## config.mk

```make
export PLATFORM = sky130hd
export DESIGN_NAME = anchor_range_filter
export DESIGN_NICKNAME = d
export VERILOG_FILES = /design/src/hw/rtl/arf_pkg.sv /design/src/hw/rtl/arf_front.sv /design/src/hw/rtl/arf_queue.sv /design/src/hw/rtl/arf_back.sv /design/src/hw/rtl/anchor_range_filter.sv
export SDC_FILE = /design/constraint.sdc
export NUM_CORES = 2
export LEC_CHECK = 0
export BUFFER_PORTS_ARGS = -buffer_cell sky130_fd_sc_hd__buf_2
export CORE_MARGIN = 2
export CORE_UTILIZATION = 44
export DETAILED_ROUTE_END_ITERATION = 8
export PLACE_DENSITY_LB_ADDON = 0.08
export SLEW_MARGIN = 10
export SYNTH_ARGS = -nofsm -noshare
export SYNTH_HDL_FRONTEND = slang
export SYNTH_SLANG_ARGS = --single-unit
```

## constraint.sdc

```tcl
create_clock -name clk -period 8.1 [get_ports clk]
set_input_delay 0.405 -clock clk [delete_from_list [all_inputs] [get_ports clk]]
set_output_delay 0.405 -clock clk [all_outputs]
set_load 0.02 [all_outputs]
```

## src/hw/rtl/arf_pkg.sv

```systemverilog
// Shared types, constants and helpers for the anchor range filter.
`timescale 1ns / 1ps
package arf_pkg;

  localparam int ANCHOR_COUNT = 4;
  localparam int ANCHOR_W     = 2;
  localparam int RANGE_W      = 16;
  localparam int WEIGHT_W     = 9;
  localparam int WIN_W        = 18;
  localparam int CFG_IDX_W    = 3;
  localparam int CFG_DATA_W   = 16;
  localparam int QUEUE_DEPTH  = 2;
  localparam int MIN_FILL     = 3;

  localparam logic [15:0] ADDR_BASE = 16'h0084;
  localparam logic [WEIGHT_W-1:0] WEIGHT_FULL = 9'd256;

  localparam logic [1:0] KIND_RANGE    = 2'd0;
  localparam logic [1:0] KIND_CONNECT  = 2'd1;
  localparam logic [1:0] KIND_INACTIVE = 2'd2;

  localparam logic [1:0] ST_OK      = 2'd0;
  localparam logic [1:0] ST_INVALID = 2'd1;
  localparam logic [1:0] ST_JUMP    = 2'd2;
  localparam logic [1:0] ST_UNKNOWN = 2'd3;

  localparam logic [CFG_IDX_W-1:0] CFG_MIN_RANGE = 3'd0;
  localparam logic [CFG_IDX_W-1:0] CFG_MAX_RANGE = 3'd1;
  localparam logic [CFG_IDX_W-1:0] CFG_MAX_JUMP  = 3'd2;
  localparam logic [CFG_IDX_W-1:0] CFG_WEIGHT    = 3'd3;
  localparam logic [CFG_IDX_W-1:0] CFG_BIAS0     = 3'd4;
  localparam logic [CFG_IDX_W-1:0] CFG_BIAS1     = 3'd5;
  localparam logic [CFG_IDX_W-1:0] CFG_BIAS2     = 3'd6;
  localparam logic [CFG_IDX_W-1:0] CFG_BIAS3     = 3'd7;

  typedef enum logic [2:0] {
    OP_IGNORE,
    OP_INVALID,
    OP_CONNECT,
    OP_INACTIVE,
    OP_RANGE
  } op_t;

  typedef struct packed {
    op_t                 op;
    logic [ANCHOR_W-1:0] anchor;
    logic [RANGE_W-1:0]  sample;
  } cmd_t;

  typedef struct packed {
    logic [RANGE_W-1:0]                   min_range;
    logic [RANGE_W-1:0]                   max_range;
    logic [RANGE_W-1:0]                   max_jump;
    logic [WEIGHT_W-1:0]                  weight;
    logic [ANCHOR_COUNT-1:0][RANGE_W-1:0] bias;
  } cfg_t;

  typedef struct packed {
    logic [ANCHOR_W-1:0] anchor;
    logic [1:0]          status;
    logic [RANGE_W-1:0]  range;
    logic                valid;
  } res_t;

  function automatic logic in_window(logic signed [WIN_W-1:0] v,
                                     logic [RANGE_W-1:0] lo,
                                     logic [RANGE_W-1:0] hi);
    return (v >= $signed({2'b00, lo})) && (v <= $signed({2'b00, hi}));
  endfunction

endpackage

```

## src/hw/rtl/arf_front.sv

```systemverilog
// Front end: decodes the anchor address and screens raw and corrected ranges.
`timescale 1ns / 1ps
module arf_front (
  input  logic [1:0]     in_kind,
  input  logic [15:0]    in_anchor_address,
  input  logic [15:0]    in_raw_range_mm,
  input  logic           in_raw_range_ok,
  input  arf_pkg::cfg_t  cfg,
  output arf_pkg::cmd_t  cmd
);
  import arf_pkg::*;

  logic                    addr_hit;
  logic [ANCHOR_W-1:0]     anchor;
  logic signed [WIN_W-1:0] raw_ext;
  logic signed [WIN_W-1:0] bias_ext;
  logic signed [WIN_W-1:0] corr;

  assign addr_hit = (in_anchor_address[15:2] == ADDR_BASE[15:2]);
  assign anchor   = in_anchor_address[1:0];
  assign raw_ext  = $signed({2'b00, in_raw_range_mm});
  assign bias_ext = $signed({{2{cfg.bias[anchor][RANGE_W-1]}}, cfg.bias[anchor]});
  assign corr     = raw_ext - bias_ext;

  always_comb begin
    cmd.anchor = anchor;
    cmd.sample = corr[RANGE_W-1:0];
    cmd.op     = OP_IGNORE;
    if (addr_hit) begin
      case (in_kind)
        KIND_RANGE: begin
          if (!in_raw_range_ok || !in_window(raw_ext, cfg.min_range, cfg.max_range) ||
              !in_window(corr, cfg.min_range, cfg.max_range)) begin
            cmd.op = OP_INVALID;
          end else begin
            cmd.op = OP_RANGE;
          end
        end
        KIND_CONNECT:  cmd.op = OP_CONNECT;
        KIND_INACTIVE: cmd.op = OP_INACTIVE;
        default:       cmd.op = OP_IGNORE;
      endcase
    end
  end

endmodule

```

## src/hw/rtl/arf_queue.sv

```systemverilog
// Short command queue between the front end and the filter engine.
`timescale 1ns / 1ps
module arf_queue (
  input  logic          clk,
  input  logic          rst_n,
  input  logic          push_valid,
  output logic          push_ready,
  input  arf_pkg::cmd_t push_data,
  output logic          pop_valid,
  input  logic          pop_ready,
  output arf_pkg::cmd_t pop_data
);
  import arf_pkg::*;

  localparam int PTR_W = (QUEUE_DEPTH > 1) ? $clog2(QUEUE_DEPTH) : 1;
  localparam int CNT_W = $clog2(QUEUE_DEPTH + 1);

  cmd_t             q_r [QUEUE_DEPTH];
  logic [PTR_W-1:0] wr_ptr_r, wr_ptr_nxt;
  logic [PTR_W-1:0] rd_ptr_r, rd_ptr_nxt;
  logic [CNT_W-1:0] count_r, count_nxt;
  logic             do_push, do_pop;

  assign push_ready = (count_r != CNT_W'(QUEUE_DEPTH));
  assign pop_valid  = (count_r != '0);
  assign pop_data   = q_r[rd_ptr_r];
  assign do_push    = push_valid && push_ready;
  assign do_pop     = pop_valid && pop_ready;

  always_comb begin
    wr_ptr_nxt = wr_ptr_r;
    rd_ptr_nxt = rd_ptr_r;
    count_nxt  = count_r;
    if (do_push) begin
      wr_ptr_nxt = (wr_ptr_r == PTR_W'(QUEUE_DEPTH - 1)) ? '0 : wr_ptr_r + 1'b1;
    end
    if (do_pop) begin
      rd_ptr_nxt = (rd_ptr_r == PTR_W'(QUEUE_DEPTH - 1)) ? '0 : rd_ptr_r + 1'b1;
    end
    if (do_push && !do_pop) begin
      count_nxt = count_r + 1'b1;
    end else if (do_pop && !do_push) begin
      count_nxt = count_r - 1'b1;
    end
  end

  always_ff @(posedge clk) begin
    if (!rst_n) begin
      wr_ptr_r <= '0;
      rd_ptr_r <= '0;
      count_r  <= '0;
    end else begin
      wr_ptr_r <= wr_ptr_nxt;
      rd_ptr_r <= rd_ptr_nxt;
      count_r  <= count_nxt;
    end
  end

  always_ff @(posedge clk) begin
    if (do_push) begin
      q_r[wr_ptr_r] <= push_data;
    end
  end

endmodule

```

## src/hw/rtl/arf_back.sv

```systemverilog
// Filter engine: sample rings, median selection, jump test and smoothing.
`timescale 1ns / 1ps
module arf_back #(
  parameter int MEDIAN_LENGTH = 5
) (
  input  logic          clk,
  input  logic          rst_n,
  input  logic          cmd_valid,
  output logic          cmd_ready,
  input  arf_pkg::cmd_t cmd,
  input  arf_pkg::cfg_t cfg,
  output logic          res_valid,
  input  logic          res_ready,
  output arf_pkg::res_t res
);
  import arf_pkg::*;

  localparam int IDX_W   = $clog2(MEDIAN_LENGTH);
  localparam int CNT_W   = $clog2(MEDIAN_LENGTH + 1);
  localparam int DEPTH   = ANCHOR_COUNT * MEDIAN_LENGTH;
  localparam int MADDR_W = $clog2(DEPTH);

  typedef enum logic [5:0] {
    S_IDLE   = 6'b000001,
    S_LOAD   = 6'b000010,
    S_DRAIN  = 6'b000100,
    S_SELECT = 6'b001000,
    S_DECIDE = 6'b010000,
    S_SMOOTH = 6'b100000
  } state_t;

  state_t              state_r, state_nxt;
  logic [ANCHOR_W-1:0] anc_r, anc_nxt;
  logic [CNT_W-1:0]    n_r, n_nxt;
  logic [IDX_W-1:0]    cnt_r, cnt_nxt;
  logic [RANGE_W-1:0]  med_r, med_nxt;
  logic signed [16:0]  diff_r, diff_nxt;
  logic                rd_pend_r, rd_pend_nxt;
  logic [IDX_W-1:0]    rd_idx_r;
  logic [RANGE_W-1:0]  t_r [MEDIAN_LENGTH];

  logic [RANGE_W-1:0]  ring_mem [DEPTH];
  logic [RANGE_W-1:0]  mem_q_r;
  logic                mem_we;
  logic [MADDR_W-1:0]  mem_waddr;
  logic [MADDR_W-1:0]  mem_raddr;

  logic [IDX_W-1:0]    wp_r       [ANCHOR_COUNT];
  logic [CNT_W-1:0]    fill_r     [ANCHOR_COUNT];
  logic                last_vld_r [ANCHOR_COUNT];
  logic [RANGE_W-1:0]  last_val_r [ANCHOR_COUNT];
  logic                sm_vld_r   [ANCHOR_COUNT];
  logic [RANGE_W-1:0]  sm_val_r   [ANCHOR_COUNT];

  logic                res_vld_r;
  res_t                res_r, res_nxt;
  logic                res_load;

  logic [ANCHOR_W-1:0] cur_anc;
  logic                clr, ring_upd, last_set, sm_set;
  logic [RANGE_W-1:0]  sm_set_val;
  logic [IDX_W-1:0]    wp_new;
  logic [CNT_W-1:0]    fill_new;
  logic                out_free;

  logic [RANGE_W-1:0]  cand;
  logic [CNT_W-1:0]    less_cnt, leq_cnt, half;
  logic [RANGE_W-1:0]  jump_abs;
  logic [WEIGHT_W-1:0] w_eff;
  logic signed [26:0]  prod, rnd, step;

  assign cur_anc   = (state_r == S_IDLE) ? cmd.anchor : anc_r;
  assign out_free  = !res_vld_r || res_ready;
  assign res_valid = res_vld_r;
  assign res       = res_r;
  assign wp_new    = (wp_r[cur_anc] == IDX_W'(MEDIAN_LENGTH - 1)) ? '0 : wp_r[cur_anc] + 1'b1;
  assign fill_new  = (fill_r[cur_anc] < CNT_W'(MEDIAN_LENGTH)) ?
                     fill_r[cur_anc] + 1'b1 : fill_r[cur_anc];
  assign mem_waddr = MADDR_W'(MADDR_W'(cmd.anchor) * MADDR_W'(MEDIAN_LENGTH)) +
                     MADDR_W'(wp_r[cmd.anchor]);
  assign mem_raddr = MADDR_W'(MADDR_W'(anc_r) * MADDR_W'(MEDIAN_LENGTH)) + MADDR_W'(cnt_r);

  assign cand = t_r[cnt_r];
  assign half = n_r >> 1;
  always_comb begin
    less_cnt = '0;
    leq_cnt  = '0;
    for (int k = 0; k < MEDIAN_LENGTH; k++) begin
      if (CNT_W'(k) < n_r) begin
        if (t_r[k] < cand) begin
          less_cnt = less_cnt + 1'b1;
        end
        if (t_r[k] <= cand) begin
          leq_cnt = leq_cnt + 1'b1;
        end
      end
    end
  end

  assign jump_abs = (med_r >= last_val_r[anc_r]) ? med_r - last_val_r[anc_r] :
                    last_val_r[anc_r] - med_r;
  assign w_eff    = (cfg.weight > WEIGHT_FULL) ? WEIGHT_FULL : cfg.weight;
  assign prod     = 27'($signed({1'b0, w_eff})) * 27'(diff_r);
  assign rnd      = prod + 27'sd128;
  assign step     = rnd >>> 8;

  always_comb begin
    state_nxt   = state_r;
    anc_nxt     = anc_r;
    n_nxt       = n_r;
    cnt_nxt     = cnt_r;
    med_nxt     = med_r;
    diff_nxt    = diff_r;
    rd_pend_nxt = 1'b0;
    cmd_ready   = 1'b0;
    mem_we      = 1'b0;
    clr         = 1'b0;
    ring_upd    = 1'b0;
    last_set    = 1'b0;
    sm_set      = 1'b0;
    sm_set_val  = med_r;
    res_load    = 1'b0;
    res_nxt     = res_r;
    case (state_r)
      S_IDLE: begin
        if (cmd_valid && out_free) begin
          cmd_ready = 1'b1;
          anc_nxt   = cmd.anchor;
          res_load  = 1'b1;
          res_nxt   = '{anchor: cmd.anchor, status: ST_INVALID,
                        range: sm_val_r[cmd.anchor], valid: sm_vld_r[cmd.anchor]};
          case (cmd.op)
            OP_IGNORE: begin
              res_nxt = '{anchor: '0, status: ST_UNKNOWN, range: '0, valid: 1'b0};
            end
            OP_CONNECT, OP_INACTIVE: begin
              clr     = 1'b1;
              res_nxt = '{anchor: cmd.anchor,
                          status: (cmd.op == OP_CONNECT) ? ST_OK : ST_INVALID,
                          range: '0, valid: 1'b0};
            end
            OP_RANGE: begin
              res_load = 1'b0;
              mem_we   = 1'b1;
              ring_upd = 1'b1;
              n_nxt    = fill_new;
              cnt_nxt  = '0;
              if (fill_new >= CNT_W'(MIN_FILL)) begin
                state_nxt = S_LOAD;
              end else begin
                med_nxt   = cmd.sample;
                state_nxt = S_DECIDE;
              end
            end
            default: ;
          endcase
        end
      end
      S_LOAD: begin
        rd_pend_nxt = 1'b1;
        if (cnt_r == IDX_W'(n_r - 1'b1)) begin
          cnt_nxt   = '0;
          state_nxt = S_DRAIN;
        end else begin
          cnt_nxt = cnt_r + 1'b1;
        end
      end
      S_DRAIN: begin
        state_nxt = S_SELECT;
      end
      S_SELECT: begin
        if (less_cnt <= half && leq_cnt > half) begin
          med_nxt   = cand;
          state_nxt = S_DECIDE;
        end else begin
          cnt_nxt = cnt_r + 1'b1;
        end
      end
      S_DECIDE: begin
        state_nxt = S_IDLE;
        res_load  = 1'b1;
        res_nxt   = '{anchor: anc_r, status: ST_INVALID,
                      range: sm_val_r[anc_r], valid: sm_vld_r[anc_r]};
        if (in_window($signed({2'b00, med_r}), cfg.min_range, cfg.max_range)) begin
          if (last_vld_r[anc_r] &&
              in_window($signed({2'b00, last_val_r[anc_r]}), cfg.min_range, cfg.max_range) &&
              jump_abs > cfg.max_jump) begin
            clr     = 1'b1;
            res_nxt = '{anchor: anc_r, status: ST_JUMP, range: '0, valid: 1'b0};
          end else begin
            last_set = 1'b1;
            if (sm_vld_r[anc_r] &&
                in_window($signed({2'b00, sm_val_r[anc_r]}), cfg.min_range, cfg.max_range)) begin
              res_load  = 1'b0;
              diff_nxt  = $signed({1'b0, med_r}) - $signed({1'b0, sm_val_r[anc_r]});
              state_nxt = S_SMOOTH;
            end else begin
              sm_set  = 1'b1;
              res_nxt = '{anchor: anc_r, status: ST_OK, range: med_r, valid: 1'b1};
            end
          end
        end
      end
      S_SMOOTH: begin
        sm_set     = 1'b1;
        sm_set_val = sm_val_r[anc_r] + step[RANGE_W-1:0];
        res_load   = 1'b1;
        res_nxt    = '{anchor: anc_r, status: ST_OK, range: sm_set_val, valid: 1'b1};
        state_nxt  = S_IDLE;
      end
      default: state_nxt = S_IDLE;
    endcase
  end

  always_ff @(posedge clk) begin
    if (!rst_n) begin
      state_r   <= S_IDLE;
      rd_pend_r <= 1'b0;
      res_vld_r <= 1'b0;
    end else begin
      state_r   <= state_nxt;
      rd_pend_r <= rd_pend_nxt;
      if (res_load) begin
        res_vld_r <= 1'b1;
      end else if (res_ready) begin
        res_vld_r <= 1'b0;
      end
    end
  end

  always_ff @(posedge clk) begin
    anc_r    <= anc_nxt;
    n_r      <= n_nxt;
    cnt_r    <= cnt_nxt;
    med_r    <= med_nxt;
    diff_r   <= diff_nxt;
    rd_idx_r <= cnt_r;
    res_r    <= res_nxt;
    if (rd_pend_r) begin
      t_r[rd_idx_r] <= mem_q_r;
    end
  end

  always_ff @(posedge clk) begin
    if (mem_we) begin
      ring_mem[mem_waddr] <= cmd.sample;
    end
    mem_q_r <= ring_mem[mem_raddr];
  end

  always_ff @(posedge clk) begin
    if (!rst_n) begin
      for (int i = 0; i < ANCHOR_COUNT; i++) begin
        wp_r[i]       <= '0;
        fill_r[i]     <= '0;
        last_vld_r[i] <= 1'b0;
        last_val_r[i] <= '0;
        sm_vld_r[i]   <= 1'b0;
        sm_val_r[i]   <= '0;
      end
    end else if (clr) begin
      wp_r[cur_anc]       <= '0;
      fill_r[cur_anc]     <= '0;
      last_vld_r[cur_anc] <= 1'b0;
      last_val_r[cur_anc] <= '0;
      sm_vld_r[cur_anc]   <= 1'b0;
      sm_val_r[cur_anc]   <= '0;
    end else begin
      if (ring_upd) begin
        wp_r[cur_anc]   <= wp_new;
        fill_r[cur_anc] <= fill_new;
      end
      if (last_set) begin
        last_vld_r[cur_anc] <= 1'b1;
        last_val_r[cur_anc] <= med_r;
      end
      if (sm_set) begin
        sm_vld_r[cur_anc] <= 1'b1;
        sm_val_r[cur_anc] <= sm_set_val;
      end
    end
  end

endmodule

```

## src/hw/rtl/anchor_range_filter.sv

```systemverilog
// Top level of the anchor range filter: configuration registers and channel wiring.
`timescale 1ns / 1ps
// Range filter for four ranging anchors at short addresses 0x84 to 0x87.
// Each input transaction carries one event: a range sample, a connect or an
// inactive notice. Every input transaction yields exactly one output
// transaction with the anchor, a status code and that anchor's smoothed range;
// ignored events report anchor 0 and status unknown. Configuration is written
// through cfg_we, cfg_index and cfg_wdata while the block is idle, a rule the
// user must keep as the block does not enforce it; a write takes effect at the
// next clock edge. An input transaction enters a two-entry command queue after
// address decode and window screening, so inputs keep being taken while the
// engine works. Connect, inactive, ignored and rejected events are handled in
// the idle state, which registers their result. A range sample with fewer than
// three in its ring goes from idle to decide, and on to smooth when it updates
// an existing average; otherwise the engine reads the ring one entry per cycle
// in load and drain and tests one median candidate per cycle in select before
// decide. Results wait in an output register; while the receiver stalls, the
// engine stops at its next event and the queue fills, then in_ready drops.
// Synchronous reset restores the register defaults and empties all rings.
module anchor_range_filter #(
  parameter int MEDIAN_LENGTH = 5
) (
  input  logic        clk,
  input  logic        rst_n,
  input  logic        in_valid,
  output logic        in_ready,
  input  logic [1:0]  in_kind,
  input  logic [15:0] in_anchor_address,
  input  logic [15:0] in_raw_range_mm,
  input  logic        in_raw_range_ok,
  output logic        out_valid,
  input  logic        out_ready,
  output logic [1:0]  out_anchor_index,
  output logic [1:0]  out_status,
  output logic [15:0] out_filtered_range_mm,
  output logic        out_filtered_valid,
  input  logic        cfg_we,
  input  logic [arf_pkg::CFG_IDX_W-1:0]  cfg_index,
  input  logic [arf_pkg::CFG_DATA_W-1:0] cfg_wdata
);
  import arf_pkg::*;

  cfg_t cfg_r;
  cmd_t front_cmd;
  cmd_t queue_cmd;
  res_t res;
  logic queue_valid;
  logic queue_ready;

  always_ff @(posedge clk) begin
    if (!rst_n) begin
      cfg_r.min_range <= 16'd100;
      cfg_r.max_range <= 16'd60000;
      cfg_r.max_jump  <= 16'd1000;
      cfg_r.weight    <= 9'd77;
      cfg_r.bias      <= '0;
    end else if (cfg_we) begin
      case (cfg_index)
        CFG_MIN_RANGE: cfg_r.min_range <= cfg_wdata;
        CFG_MAX_RANGE: cfg_r.max_range <= cfg_wdata;
        CFG_MAX_JUMP:  cfg_r.max_jump  <= cfg_wdata;
        CFG_WEIGHT:    cfg_r.weight    <= cfg_wdata[WEIGHT_W-1:0];
        CFG_BIAS0:     cfg_r.bias[0]   <= cfg_wdata;
        CFG_BIAS1:     cfg_r.bias[1]   <= cfg_wdata;
        CFG_BIAS2:     cfg_r.bias[2]   <= cfg_wdata;
        CFG_BIAS3:     cfg_r.bias[3]   <= cfg_wdata;
        default: ;
      endcase
    end
  end

  arf_front u_front (
    .in_kind           (in_kind),
    .in_anchor_address (in_anchor_address),
    .in_raw_range_mm   (in_raw_range_mm),
    .in_raw_range_ok   (in_raw_range_ok),
    .cfg               (cfg_r),
    .cmd               (front_cmd)
  );

  arf_queue u_queue (
    .clk        (clk),
    .rst_n      (rst_n),
    .push_valid (in_valid),
    .push_ready (in_ready),
    .push_data  (front_cmd),
    .pop_valid  (queue_valid),
    .pop_ready  (queue_ready),
    .pop_data   (queue_cmd)
  );

  arf_back #(
    .MEDIAN_LENGTH (MEDIAN_LENGTH)
  ) u_back (
    .clk       (clk),
    .rst_n     (rst_n),
    .cmd_valid (queue_valid),
    .cmd_ready (queue_ready),
    .cmd       (queue_cmd),
    .cfg       (cfg_r),
    .res_valid (out_valid),
    .res_ready (out_ready),
    .res       (res)
  );

  assign out_anchor_index      = res.anchor;
  assign out_status            = res.status;
  assign out_filtered_range_mm = res.range;
  assign out_filtered_valid    = res.valid;

endmodule

```

# ---- Word-level counts from Yosys, hierarchy flattened
# Memory sizes are Yosys's and may differ from the RTL's. A register that Yosys moved wholly into a read port is not among the register bits.
# Cells that the tools add are included.
dict set report word_totals {
  ff_bits 198
  ramBits 602
  in_bits 59
  out_inout_bits 23
  elab_cells 320
  memories 9
}
dict set report op_classes {
  addsub 24
  mul 3
  order_cmp 33
  eq_ne 28
  mux 138
  n_bitwise 7
  n_reduce_logical 54
}
# name depth width read_ports rd_ports_with_merged_regs wr line
set memory_table {}
lappend memory_table {u_back.ring_mem 20 16 1 1 1 arf_back.sv:42} ;# logic [RANGE_W-1:0] ring_mem [DEPTH];
lappend memory_table {u_back.t_r 5 16 6 1 1 arf_back.sv:40} ;# logic [RANGE_W-1:0] t_r [MEDIAN_LENGTH];
lappend memory_table {u_back.last_val_r 4 16 1 1 4 arf_back.sv:51} ;# logic [RANGE_W-1:0] last_val_r [ANCHOR_COUNT];
lappend memory_table {u_back.sm_val_r 4 16 2 1 4 arf_back.sv:53} ;# logic [RANGE_W-1:0] sm_val_r [ANCHOR_COUNT];
lappend memory_table {u_queue.q_r 2 21 1 1 1 arf_queue.sv:18} ;# cmd_t q_r [QUEUE_DEPTH];
lappend memory_table {u_back.fill_r 4 3 1 0 4 arf_back.sv:49} ;# logic [CNT_W-1:0] fill_r [ANCHOR_COUNT];
lappend memory_table {{3 more memories} -- -- -- -- -- --}
# cell n
set op_table {}
lappend op_table {{16-bit two-way mux} 11}
lappend op_table {{16-bit less-or-equal comparator} 9}
lappend op_table {{3-bit two-way mux} 29}
lappend op_table {{16-bit >= comparator} 5}
lappend op_table {{16-bit less-than comparator} 5}
lappend op_table {{21-bit one-hot mux with 3 select lines} 1}
lappend op_table {{1-bit two-way mux} 62}
lappend op_table {{6-bit two-way mux} 7}
lappend op_table {{21-bit one-hot mux with 2 select lines} 1}
lappend op_table {{19-bit two-way mux} 2}
lappend op_table {{16-bit binary-select mux with 2-bit select} 1}
lappend op_table {{16-bit one-hot mux with 2 select lines} 1}
lappend op_table {{16-bit OR reduction} 2}
lappend op_table {{16-bit subtractor} 2}
lappend op_table {{3-bit by 1-bit adder with 3-bit output, second input constant} 10}
lappend op_table {{6-bit one-hot mux with 5 select lines} 1}
lappend op_table {{2-bit two-way mux} 13}
lappend op_table {{24-bit by 9-bit adder with 24-bit output, second input constant} 1}
lappend op_table {{10-bit by 17-bit multiplier with 24-bit output} 1}
lappend op_table {{21-bit two-way mux} 1}
lappend op_table {{2-bit AND reduction} 10}
lappend op_table {{3-bit == test, second input constant} 6}
lappend op_table {{18-bit by 17-bit >= comparator with 1-bit output} 1}
lappend op_table {{18-bit by 17-bit less-or-equal comparator with 1-bit output} 1}
lappend op_table {{55 further kinds} 104}

# ---- Longest topological paths before layout
# An unclocked memory read counts as a cell.
dict set report logic_depth {
  word_depth 21
  ltp_mapped 32
}

# ---- Hierarchy
# From an unflattened synthesis, not the netlist that was laid out.
dict set report unflattened {
  hier_cells 3928
  area_unflattened_um2 50519.7
}
# mod instances cells_per_inst area_per_inst_um2
set by_module_without_submodules {}
lappend by_module_without_submodules {arf_back 1 3059 41377.2}
lappend by_module_without_submodules {anchor_range_filter 1 435 4545.6}
lappend by_module_without_submodules {arf_front 1 345 2846.5}
lappend by_module_without_submodules {arf_queue 1 89 1750.4}

# ---- Worst setup path after synthesis
# Ideal clock, no wire load.
dict set report synth_timing {
  kind {register -> register}
  startpoint {register with a tool-made name}
  endpoint {register u_back.diff_r[0] (enable)}
  setup_ps 437
  arrival_time_ps 7716
  required_time_ps 7663
  path_slack_ps -53
  path_stages_with_launch 24
  n_path_buf 7
  synth_period_minus_slack_ps 8153
  cell_sequence {dfxtp_1 -> buf_2 -> buf_1 -> buf_1 -> mux4_2 -> ha_1 -> buf_2 -> nand2_1 -> o21ai_0 -> o21bai_1 -> a31oi_1 -> buf_2 -> buf_2 -> buf_1 -> mux2_2 -> ha_1 -> nor2b_1 -> o21a_1 -> o21a_1 -> o21ai_0 -> a21oi_1 -> a2111oi_2 -> nor4_4 -> nor4_1}
}
# item line
set synth_rtl {}
lappend synth_rtl {{end signal, assigned} arf_back.sv:236} ;# diff_r <= diff_nxt;
lappend synth_rtl {{end, declared} arf_back.sv:37} ;# logic signed [16:0] diff_r, diff_nxt;

==> flow_summary.json <==
{
  "rsz0062_at_grt": "no",
  "stdcell_count": 5758,
  "port_buffers": 81,
  "die_h_um": 341,
  "pwr_density_cell_nw_per_um2": 384,
  "cp_data_required_time_ps": 8550,
  "synth-simple-area-share_pct": 10.5,
  "layout-drive-gt1-share_pct": 16.6,
  "finalMaxSlewViolations": 0,
  "regToRegSetupSlack_ps": 410,
  "cts_resized": 0,
  "cpMaxStageDelayCell": "fa_1",
  "final_net_count": 4788,
  "dpl-instance-area_um2": 52900,
  "grt_pass1_wl_mm": 211,
  "min_period_over_period_pct": 94.9,
  "cp_slowest_stage_delay_ps": 540,
  "synth_fa_ha_area_share_pct": 15.8,
  "drt_wl_total_mm": 141,
  "worst_pin_slew_ps": 1170,
  "leakage_nw": 22.2,
  "antenna_found_initial": 4,
  "synthDistinctLibCells": 91,
  "syn2layout_area_growth_pct": 12.9,
  "cts_buffers": 97,
  "synth_compound_area_share_pct": 8.53,
  "hold_start": "cfg_wdata[12]",
  "r2r_cells": 28,
  "hold_violations": 0,
  "row_count": 123,
  "grt.total_usage_pct": 24.4,
  "cts_root_buf": "clkbuf_16",
  "holdPathEnd": "cfg_r[28]$_SDFFE_PN0P_",
  "layout.cell_area.non_filler_um2": 56500,
  "synth_area_um2": 50000,
  "dp_hpwl_mm": 98.7,
  "drt-wirelength-per-cell_um": 24.6,
  "reg2reg_from": "cfg_r[65]$_SDFFE_PN0P_",
  "async_flop_share_pct": 0,
  "fin_skew_ps": 57.2,
  "fin_setup_tns_ps": 0,
  "finish.utilization_pct": 50.1,
  "post_synth.cell_area_avg_um2": 12.5,
  "cts.clk_slew.worst_paths_ps": 60,
  "grt_overflow": 0,
  "ant_nets": 0,
  "grt_start_max_net_pins": 94,
  "dieArea_um2": 116000,
  "peakVddDrop_v": 0.000427,
  "critPathCaptureType": "register",
  "r2r_end": "u_back.sm_val_r[0][15]$_SDFFCE_PN0P_",
  "dr.pass1.iters": 5,
  "critPathKind": "register to register",
  "setup_viol": 0,
  "worst_ep_arrival_time_ps": 8130,
  "netlist_instances": 4006,
  "cts.sinks": 870,
  "hold_depth": 3,
  "vias": 32600,
  "drt_iter0_markers": 2735,
  "start_util_pct": 44.4,
  "critPathMaxFanout": 16,
  "synthFlopType": "edfxtp_1",
  "hp-class": "input port to register",
  "die_x_um": 341,
  "synth_top_family_by_area": "adder cells",
  "ctsHoldBuffers": 0,
  "yosysWarnings": 0,
  "io_pins": 82,
  "dp_cells": 5572,
  "cts_max_level": 3,
  "syn_nets": 4623,
  "critPathMostFrequentCell": "fa_1",
  "max-slew-margin-rel_pct": 22.0,
  "cts_tree": "built",
  "crit_start": "cfg_r[65]$_SDFFE_PN0P_",
  "synth_edf_count": 706,
  "clk_latency_ps": 710,
  "drc": 0,
  "synth_xor_area_share_pct": 1.74,
  "min_period_ps": 7690,
  "cp-start-kind": "register",
  "fmax_ghz": 0.130,
  "ys_seq_elements": 870,
  "clk_path_buf_depth": 3,
  "ys_seq_area_share_pct": 48.9,
  "synth.area.mux_share_pct": 10.9,
  "core_area_um2": 113000,
  "gp_congestion": 0.843,
  "max_cap_viol_count": 0,
  "first_global_vias": 32500,
  "outcome": "complete, no violations",
  "viasPerCell": 5.66,
  "cts_setup_buffers": 0
}
## worst max path at each step
stage,slack (ps),cells past startpoint,end
6_report,410,28,u_back.sm_val_r[0][15]$_SDFFCE_PN0P_
5_1_grt,0.2,28,u_back.sm_val_r[1][15]$_SDFFCE_PN0P_
4_1_cts,210,29,u_back.sm_val_r[1][14]$_SDFFCE_PN0P_
3_5_place_dp,180,29,u_back.sm_val_r[1][14]$_SDFFCE_PN0P_
3_3_place_gp,220,29,u_back.sm_val_r[0][14]$_SDFFCE_PN0P_
2_1_floorplan,400,30,u_back.sm_val_r[0][14]$_SDFFCE_PN0P_
## logic make-up after synthesis
family	after synthesis
simple gates	1070
flops	870
compound gates	654
fa+ha+maj	558
buf+inv	474
mux	282
xor+xnor	98
## cells in the final DEF, fill, tap and decap left out, types with 86 or more instances in the layout
master       n
edfxtp_1   706
ha_1       432
nand2_1    392
inv_1      320
a21oi_1    233
nor2_1     205
mux4_2     196
dfxtp_1    160
buf_4      132
fa_1       124
and2_1     118
a21o_1     103
clkbuf_16  102
o21ai_0     86
## sequential cells by signal (all words and copies together) (netlist names), 12 cells and up, named ones only
| register | flops |
|---|---|
| u_back.ring_mem | 320 |
| u_back.last_val_r | 64 |
| u_back.med_r | 16 |
| u_back.wp_r | 12 |
| u_back.diff_r | 17 |
| cfg_r | 121 |
| u_back.res | 21 |
| u_queue.q_r | 42 |
| u_back.t_r | 128 |
| u_back.mem_q_r | 16 |
| u_back.sm_val_r | 64 |
| u_back.fill_r | 12 |
## per-stage QoR
step           hold WS [ps]  worst slack, ps  total power, mW
3_5_place_dp            437              184             16.9
6_report               61.3              412             21.7
4_1_cts                12.3              211             21.8
2_1_floorplan           420              404             13.5
3_3_place_gp            433              217             16.9
5_1_grt                50.6            0.176             23.1
## critical path, delay by kind of cell, from the launching register on
family	cells	cell delay [ps]
AO/OA/AOI/OAI	9	2170
XOR/XNOR	2	290
adder cells (fa/ha/maj)	7	3110
buffers and inverters	4	310
flip-flops	1	360
AND/OR/NAND/NOR	6	1190
## routing by layer
metal  up-vias  GRT usage [%]  share of wire, %
li1      15100              -                 -
met1     16500           36.1                47
met2       916           37.9                45
met3       149           3.97               6.2
met4         0           5.39               1.8
met5         -              0                 0
## layout make-up
| type | count | area (um^2) |
|---|---|---|
| inverter | 324 | 1220 |
| sequential | 870 | 24500 |
| clock buffer | 126 | 2730 |
| fill | 9950 | 56200 |
| tap | 1500 | 1880 |
| timing repair buffer | 216 | 1460 |
| multi-input combinational | 2662 | 23900 |
| antenna | 3 | 7.51 |
| clock inverter | 57 | 818 |
## power breakdown
| part | internal [mW] | switching (mW) | leakage (nW) |
|---|---|---|---|
| Combinational | 4.69 | 6.16 | 12.5 |
| Clock | 2.89 | 1.94 | 1.72 |
| Sequential | 5.62 | 0.370 | 7.89 |
| Total | 13.2 | 8.48 | 22.2 |
## cells in the mapped netlist, types with 91 or more instances
master    instances  share of area (%)
nor2_1          219                1.6
dfxtp_1         164                6.6
mux4_2          196                8.8
a21oi_1         239                2.4
fa_1            124                5.0
and2_1          118                1.5
edfxtp_1        706                 42
inv_1           320                2.4
a21o_1          103                1.5
nand2_1         392                2.9
o21ai_0          91               0.91
ha_1            434                 11
(Power assumes the default switching activity.)
